### src/rtl/npfp_pkg.sv
`timescale 1ns / 1ps
// ----------------------------------------------------------------------------
// npfp_pkg
// Shared constants and field layout of the position/velocity/time fix frame.
// ----------------------------------------------------------------------------
package npfp_pkg;

    // payload buffer sizing
    localparam int PAYLOAD_CAPACITY = 128;
    localparam int ADDR_W           = $clog2(PAYLOAD_CAPACITY);
    localparam int POS_W            = 16;

    // result word layout
    localparam int FIELD_W = 5;
    localparam int VALUE_W = 33;
    localparam int ACC_W   = 32;

    // frame constants
    localparam logic [7:0]         SYNC_CHAR_1 = 8'hB5;
    localparam logic [7:0]         SYNC_CHAR_2 = 8'h62;
    localparam logic [7:0]         CLASS_NAV   = 8'h01;
    localparam logic [7:0]         ID_PVT      = 8'h07;
    localparam logic [POS_W-1:0]   FIX_LEN     = 16'd92;
    localparam logic [7:0]         FIX_TYPE_3D = 8'd3;

    // field indexes that need special handling
    localparam logic [FIELD_W-1:0] FLD_FIXTYPE = 5'd1;
    localparam logic [FIELD_W-1:0] FLD_FLAGS   = 5'd2;
    localparam logic [FIELD_W-1:0] FLD_VALID3D = 5'd16;

    // payload offset of each field
    function automatic logic [ADDR_W-1:0] fld_start(input logic [FIELD_W-1:0] f);
        logic [ADDR_W-1:0] s;
        unique case (f)
            5'd0:    s = ADDR_W'(0);
            5'd1:    s = ADDR_W'(20);
            5'd2:    s = ADDR_W'(21);
            5'd3:    s = ADDR_W'(23);
            5'd4:    s = ADDR_W'(24);
            5'd5:    s = ADDR_W'(28);
            5'd6:    s = ADDR_W'(32);
            5'd7:    s = ADDR_W'(36);
            5'd8:    s = ADDR_W'(40);
            5'd9:    s = ADDR_W'(44);
            5'd10:   s = ADDR_W'(48);
            5'd11:   s = ADDR_W'(52);
            5'd12:   s = ADDR_W'(56);
            5'd13:   s = ADDR_W'(60);
            5'd14:   s = ADDR_W'(68);
            5'd15:   s = ADDR_W'(76);
            default: s = ADDR_W'(0);
        endcase
        return s;
    endfunction

    // number of payload bytes in each field, valid3d reads none
    function automatic logic [2:0] fld_bytes(input logic [FIELD_W-1:0] f);
        logic [2:0] n;
        unique case (f)
            5'd1, 5'd2, 5'd3: n = 3'd1;
            5'd15:            n = 3'd2;
            5'd16:            n = 3'd0;
            default:          n = 3'd4;
        endcase
        return n;
    endfunction

    // fields that are sign-extended from 32 bits
    function automatic logic fld_signed(input logic [FIELD_W-1:0] f);
        logic sg;
        unique case (f)
            5'd4, 5'd5, 5'd6, 5'd7, 5'd10, 5'd11, 5'd12: sg = 1'b1;
            default:                                     sg = 1'b0;
        endcase
        return sg;
    endfunction

endpackage

### src/rtl/nav_pvt_frame_parser_unit.sv
`timescale 1ns / 1ps
// ----------------------------------------------------------------------------
// nav_pvt_frame_parser_unit
// Frame parser for a binary receiver stream with fix decoding.
// ----------------------------------------------------------------------------
// Usage:
//   Input channel (i_in_valid / o_in_ready / i_data_byte) takes one stream
//   byte per word. While parsing, a byte is taken every cycle.
//   The parser hunts for the two sync bytes, takes class, id and length,
//   writes the payload into a 128 x 8 buffer RAM and keeps the Fletcher sum.
//   After the last checksum byte of a good fix frame, o_in_ready drops and
//   17 result words (field index, value, last flag) go out on the output
//   channel (o_out_valid / i_out_ready), in field order.
//   Each field's payload bytes are read one at a time from the buffer
//   RAM (registered read, then capture) before the word is presented.
//   If the receiver stalls, the result word holds and input stays stalled.
//   Reset returns the parser to sync hunting with no result pending; the
//   buffer RAM is not cleared, since only freshly written bytes are read.
// ----------------------------------------------------------------------------
module nav_pvt_frame_parser_unit (
    input  logic                                 i_clk,
    input  logic                                 i_rst_n,
    input  logic                                 i_in_valid,
    output logic                                 o_in_ready,
    input  logic [7:0]                           i_data_byte,
    output logic                                 o_out_valid,
    input  logic                                 i_out_ready,
    output logic [npfp_pkg::FIELD_W-1:0]         o_field_index,
    output logic signed [npfp_pkg::VALUE_W-1:0]  o_field_value,
    output logic                                 o_last_field
);

    typedef enum logic [3:0] {
        PH_SYNC1, PH_SYNC2, PH_CLASS, PH_ID, PH_LEN_LO, PH_LEN_HI,
        PH_PAYLOAD, PH_CK_A, PH_CK_B
    } t_phase;

    typedef enum logic [1:0] {
        ST_PARSE, ST_READ, ST_CAPT, ST_OUT
    } t_state;

    t_state                           r_state;
    t_phase                           r_phase;
    logic [7:0]                       r_class;
    logic [7:0]                       r_id;
    logic [npfp_pkg::POS_W-1:0]       r_len;
    logic [npfp_pkg::POS_W-1:0]       r_pos;
    logic [7:0]                       r_sum_a;
    logic [7:0]                       r_sum_b;
    logic [npfp_pkg::FIELD_W-1:0]     r_field;
    logic [2:0]                       r_byte;
    logic [npfp_pkg::ACC_W-1:0]       r_acc;
    logic [7:0]                       r_fix;
    logic [7:0]                       r_flg;

    logic [7:0]                       r_mem [npfp_pkg::PAYLOAD_CAPACITY];
    logic [7:0]                       r_rd_data;

    logic                             w_in_acc;
    logic [7:0]                       n_sum_a;
    logic [7:0]                       n_sum_b;
    logic [npfp_pkg::POS_W-1:0]       n_pos;
    logic [npfp_pkg::POS_W-1:0]       w_len_full;
    logic                             w_good;
    logic                             w_wr_en;
    logic [npfp_pkg::ADDR_W-1:0]      w_rd_addr;
    logic [2:0]                       w_nbytes;
    logic                             w_valid3d;
    logic [npfp_pkg::VALUE_W-1:0]     w_value;

    assign o_in_ready = (r_state == ST_PARSE);
    assign w_in_acc   = i_in_valid && o_in_ready;

    // fletcher sum, restarted on the class byte
    always_comb begin
        n_sum_a = (r_phase == PH_CLASS) ? i_data_byte : r_sum_a + i_data_byte;
        n_sum_b = (r_phase == PH_CLASS) ? i_data_byte : r_sum_b + n_sum_a;
    end

    // frame bookkeeping
    assign n_pos      = r_pos + 16'd1;
    assign w_len_full = {i_data_byte, r_len[7:0]};
    assign w_good     = (i_data_byte == r_sum_b) && (r_class == npfp_pkg::CLASS_NAV)
                        && (r_id == npfp_pkg::ID_PVT) && (r_len == npfp_pkg::FIX_LEN);
    assign w_wr_en    = w_in_acc && (r_phase == PH_PAYLOAD)
                        && (r_pos < npfp_pkg::POS_W'(npfp_pkg::PAYLOAD_CAPACITY));

    // field decode
    assign w_rd_addr = npfp_pkg::fld_start(r_field) + npfp_pkg::ADDR_W'(r_byte);
    assign w_nbytes  = npfp_pkg::fld_bytes(r_field);
    assign w_valid3d = r_flg[0] && (r_fix >= npfp_pkg::FIX_TYPE_3D);
    assign w_value   = {npfp_pkg::fld_signed(r_field) & r_acc[npfp_pkg::ACC_W-1], r_acc};

    // payload buffer ram, one write and one registered read port
    always_ff @(posedge i_clk) begin
        if (w_wr_en) begin
            r_mem[r_pos[npfp_pkg::ADDR_W-1:0]] <= i_data_byte;
        end
        r_rd_data <= r_mem[w_rd_addr];
    end

    // parser and result sequencer
    always_ff @(posedge i_clk) begin
        if (!i_rst_n) begin
            r_state     <= ST_PARSE;
            r_phase     <= PH_SYNC1;
            r_class     <= '0;
            r_id        <= '0;
            r_len       <= '0;
            r_pos       <= '0;
            r_sum_a     <= '0;
            r_sum_b     <= '0;
            r_field     <= '0;
            r_byte      <= '0;
            o_out_valid <= 1'b0;
        end else begin
            unique case (r_state)
                ST_PARSE: begin
                    if (w_in_acc) begin
                        unique case (r_phase)
                            PH_SYNC1: begin
                                if (i_data_byte == npfp_pkg::SYNC_CHAR_1) begin
                                    r_phase <= PH_SYNC2;
                                end
                            end
                            PH_SYNC2: begin
                                r_phase <= (i_data_byte == npfp_pkg::SYNC_CHAR_2) ?
                                           PH_CLASS : PH_SYNC1;
                            end
                            PH_CLASS: begin
                                r_class <= i_data_byte;
                                r_sum_a <= n_sum_a;
                                r_sum_b <= n_sum_b;
                                r_phase <= PH_ID;
                            end
                            PH_ID: begin
                                r_id    <= i_data_byte;
                                r_sum_a <= n_sum_a;
                                r_sum_b <= n_sum_b;
                                r_phase <= PH_LEN_LO;
                            end
                            PH_LEN_LO: begin
                                r_len   <= {8'd0, i_data_byte};
                                r_sum_a <= n_sum_a;
                                r_sum_b <= n_sum_b;
                                r_phase <= PH_LEN_HI;
                            end
                            PH_LEN_HI: begin
                                r_len   <= w_len_full;
                                r_sum_a <= n_sum_a;
                                r_sum_b <= n_sum_b;
                                r_pos   <= '0;
                                if (w_len_full >
                                    npfp_pkg::POS_W'(npfp_pkg::PAYLOAD_CAPACITY)) begin
                                    r_phase <= PH_SYNC1;
                                end else if (w_len_full == '0) begin
                                    r_phase <= PH_CK_A;
                                end else begin
                                    r_phase <= PH_PAYLOAD;
                                end
                            end
                            PH_PAYLOAD: begin
                                r_pos   <= n_pos;
                                r_sum_a <= n_sum_a;
                                r_sum_b <= n_sum_b;
                                if (n_pos >= r_len) begin
                                    r_phase <= PH_CK_A;
                                end
                            end
                            PH_CK_A: begin
                                r_phase <= (i_data_byte == r_sum_a) ? PH_CK_B : PH_SYNC1;
                            end
                            PH_CK_B: begin
                                r_phase <= PH_SYNC1;
                                if (w_good) begin
                                    r_state <= ST_READ;
                                    r_field <= '0;
                                    r_byte  <= '0;
                                    r_acc   <= '0;
                                end
                            end
                            default: begin
                                r_phase <= PH_SYNC1;
                            end
                        endcase
                    end
                end
                ST_READ: begin
                    // address goes to the ram here, data is captured next cycle
                    if (r_byte == w_nbytes) begin
                        o_field_index <= r_field;
                        o_field_value <= (r_field == npfp_pkg::FLD_VALID3D) ?
                                         {32'd0, w_valid3d} : w_value;
                        o_last_field  <= (r_field == npfp_pkg::FLD_VALID3D);
                        o_out_valid   <= 1'b1;
                        r_state       <= ST_OUT;
                    end else begin
                        r_state <= ST_CAPT;
                    end
                end
                ST_CAPT: begin
                    r_acc[8*r_byte[1:0] +: 8] <= r_rd_data;
                    if (r_field == npfp_pkg::FLD_FIXTYPE) begin
                        r_fix <= r_rd_data;
                    end
                    if (r_field == npfp_pkg::FLD_FLAGS) begin
                        r_flg <= r_rd_data;
                    end
                    r_byte  <= r_byte + 3'd1;
                    r_state <= ST_READ;
                end
                ST_OUT: begin
                    if (i_out_ready) begin
                        o_out_valid <= 1'b0;
                        if (o_last_field) begin
                            r_state <= ST_PARSE;
                        end else begin
                            r_field <= r_field + 5'd1;
                            r_byte  <= '0;
                            r_acc   <= '0;
                            r_state <= ST_READ;
                        end
                    end
                end
                default: begin
                    r_state <= ST_PARSE;
                end
            endcase
        end
    end

endmodule

### config.mk
export PLATFORM = sky130hd
export DESIGN_NAME = nav_pvt_frame_parser_unit
export DESIGN_NICKNAME = d
export VERILOG_FILES = /design/src/rtl/npfp_pkg.sv /design/src/rtl/nav_pvt_frame_parser_unit.sv
export SDC_FILE = /design/constraint.sdc
export NUM_CORES = 1
export LEC_CHECK = 0
export BUFFER_PORTS_ARGS = -buffer_cell sky130_fd_sc_hd__buf_4
export CORE_MARGIN = 8
export CORE_UTILIZATION = 55
export CTS_CLUSTER_DIAMETER = 120
export DETAILED_ROUTE_END_ITERATION = 16
export PLACE_DENSITY = 0.71
export SYNTH_ARGS = -nofsm -noshare
export SYNTH_HDL_FRONTEND = slang
export SYNTH_SLANG_ARGS = --single-unit
### constraint.sdc
create_clock -name i_clk -period 13.9 [get_ports i_clk]
set_clock_uncertainty 0.1 [all_clocks]
set_input_delay 0 -clock i_clk [delete_from_list [all_inputs] [get_ports i_clk]]
set_output_delay 0 -clock i_clk [all_outputs]
set_load 0.01 [all_outputs]
==> reports/summary.txt <==
Tmin final: 5.579 ns
WP data required: 14.37 ns
Skew-Pair Late Insertion Delay: 0.69 ns
top cells by area, synth: edfxtp_1 68%, mux4_2 12%, dfxtp_1 3.8%
CP Launch Type: register
PnR worst setup slack: 8.321 ns
Post-synth EDFFs: 1,104
CTS HTree Levels: 3
WP buf/inv: 2
n_diodes: 0
fin. max-slew vios: 0
Initial Utilization: 0.5541
vias post-DR: 25,950
Max FO, Critical Path: 60
Worst R2R End: r_rd_data[5]$_DFF_P_
CTS root buf: clkbuf_16
synth unique cells: 69
synth warn: 0
PostCTS Resize Cnt: 0
CTS Sinks: 1,198
WHS Path Cells: 4
routed length per placed instance: 27.54 µm
CTS hold repair buffers: 13
Pint: 0.005701 W
Boundary Pins: 53
Slew @ Worst Pin: 1.419 ns
setup violators final: 0
most used cell, CP: buf_4
flops & latches, synth: 1,198
setup TNS: 0 ns
Clock transition at path regs: 0.06 ns
clk buf depth: 3
first-pass GRT wire length: 171,000 µm
pre-CTS WS: 8.323 ns
wirelength, routed: 113,600 µm
CP arrival: 6.05 ns
RR Startpoint: r_field[4]$_SDFFE_PN0N_
delay-heaviest family, CP: buffers and inverters
syn nets: 2,859
initial antenna violation count: 3
vias in the first global route: 26,440
commonest cells in the netlist: 1,104 x edfxtp_1, 256 x mux4_2, 237 x nor2_1
worst path cell trace: nor2b_1 -> ha_4 -> fa_4 -> buf_4 -> buf_4 -> mux4_2 -> a211oi_1 -> a21oi_1 -> a32oi_1 -> nand4_1
cell area power density: 131.1 mW/mm²
slowest cell delay on critical path: 1.26 ns
Final period util: 0.4014
area leader, netlist: edfxtp_1
all-layer global routing usage: 0.2292
WS Path Type: register to register
Max-slew headroom: 0.04643
Placer Congestion: 0.8689
Vias/cell: 6.291
hold path endpoint: r_class[6]$_SDFFE_PN0P_
die height: 314.4 µm
Fin. Hold Viols: 0
Final nets: 2,928
CTS tree: yes
Primary FF master, synth: edfxtp_1
# port buffers: 52
Seq pwr share: 0.552
die width: 314.4 µm
Levels on crit path: 10
Sw Pwr: 0.001428 W
post-CTS setup buffer count: 0
worst reg2reg path depth: 10
largest net degree at the start of global routing: 106
cell row count: 109
Num CTS Buffers: 116
post-synthesis sequential area ratio: 0.7155
HP Start: i_data_byte[6]
most numerous cell in the Yosys netlist: edfxtp_1
share of cells above drive strength 1: 0.1838
min-delay worst type: primary input to register
Sw Share: 0.2003
Leakage: 17.15 nW
Residual DRC: 0
area share of the largest cell type after synthesis: 0.6770
Post-DP HPWL: 69,190 µm
max_cap viols: 0
DR pass1 iterations: 6
Mapped Area: 0.04897 mm²
total global routing overflow: 0
Max VDD drop: 0.1115 mV
1st-iter DRT viols: 3,094
R2R setup slack: 8.32 ns
post-route ant nets: 0
Die ar.: 0.09883 mm²
synthesized instance count: 2,795
Clock power frac: 0.432
Worst setup EP type: register
RSZ-0062 raised after global routing: false
slowest CP cell: fa_4
Comb power frac: 0.016
total chip power: 0.007129 W
area grow syn2layout: 11.02%
fmax: 179.2 MHz
ys async rst share: 0
Syn Area/Cell: 17.52 µm²
Core Area: 0.08837 mm²
outcome: finished clean
## sequential cells by signal (all words and copies together), names as in the netlist, 2 cells and up, named ones only
name / cells
r_field: 5
o_field_value: 33
r_acc: 32
r_sum_a: 8
o_field_index: 5
r_byte: 3
r_pos: 16
r_class: 8
r_id: 8
r_state: 2
r_sum_b: 8
r_phase: 4
r_rd_data: 8
r_fix: 8
r_mem: 1024
r_len: 16
## cell families after synthesis
group / synth area share
compound gates: 0.03695
xor+xnor: 0.008202
fa+ha+maj: 0.01375
buf+inv: 0.01725
flops: 0.7155
mux: 0.1415
simple gates: 0.06692
## worst register-to-register path: stages, from the launching register on
cell and delay [ns]:
dfxtp_1 0.74, nor2b_1 0.17, ha_4 0.21, fa_4 1.26, buf_4 0.77, buf_4 0.86, mux4_2 0.46, a211oi_1 0.25
a21oi_1 0.15, a32oi_1 0.38, nand4_1 0.12
## layer usage
layer / GRT usage / up-vias / share of wire
li1: - / 11190 / -
met1: 0.3091 / 13390 / 0.40
met2: 0.3648 / 1151 / 0.48
met3: 0.05781 / 224 / 0.088
met4: 0.08156 / 2 / 0.038
met5: 0 / - / 0.00011
## through the flow
step | hold slack (ns) | instance area (µm²) | utilization | cells
2_1_floorplan | -0.008405 | 48970 | - | 2795
5_1_grt | 0.02585 | 54360 | 0.6151 | 4125
6_report | 0.01350 | 54360 | 0.6151 | 4125
3_5_place_dp | 0.1086 | 50480 | 0.5713 | 3898
3_3_place_gp | 0.09889 | 50480 | 0.5713 | 3898
4_1_cts | 0.01205 | 54360 | 0.6151 | 4125
## worst max path at each step
stage / startpoint / end / slack [ns]
6_report: r_field[4]$_SDFFE_PN0N_ / r_rd_data[5]$_DFF_P_ / 8.32
5_1_grt: r_field[4]$_SDFFE_PN0N_ / r_rd_data[3]$_DFF_P_ / 7.97
4_1_cts: r_field[4]$_SDFFE_PN0N_ / r_rd_data[4]$_DFF_P_ / 8.31
3_5_place_dp: r_field[4]$_SDFFE_PN0N_ / r_rd_data[5]$_DFF_P_ / 8.32
3_3_place_gp: r_field[4]$_SDFFE_PN0N_ / r_rd_data[5]$_DFF_P_ / 8.33
2_1_floorplan: r_field[4]$_SDFFE_PN0N_ / o_field_index[0]$_DFFE_PP_ / 8.75
## cell type report
cell class                 instances  area (µm²)
clock buffer                     135        2995
clock inverter                    79       749.5
sequential                      1198       35030
fill                            6174       34020
multi-input combinational       1410       13170
inverter                          37       138.9
timing repair buffer             101       815.8
tap                             1165        1458
## cells in the final DEF, fill, tap and decap left out, types with 8 or more instances in the layout
cell type	instances
edfxtp_1	1104
a31oi_1	8
mux2i_1	116
clkinv_2	20
dfxtp_1	94
xnor2_1	29
nand3_1	38
a211oi_1	35
a32oi_1	32
nand2_1	137
mux4_2	256
nor2b_1	80
clkbuf_16	117
a21o_1	18
nor3_1	18
inv_1	36
a21oi_1	120
bufinv_16	11
xor2_1	12
nor2_1	236
buf_4	86
ha_1	48
or3_1	10
nand4_1	22
nor4_1	9
and3_1	9
and2_1	37
dlygate4sd3_1	13
o21ai_0	34
clkinv_1	37
clkbuf_1	18
## power by group through the flow
| stage | clock, W | combinational, W | sequential (W) |
|---|---|---|---|
| 6_report | 0.00308 | 0.000115 | 0.00393 |
| 5_1_grt | 0.00325 | 0.000126 | 0.00393 |
| 4_1_cts | 0.00312 | 0.000116 | 0.00393 |
| 3_5_place_dp | 0 | 0.000113 | 0.00401 |
| 3_3_place_gp | 0 | 0.000106 | 0.00401 |
| 2_1_floorplan | 0 | 0.0000428 | 0.00401 |
Note: power is estimated with default switching activity, not from simulation.
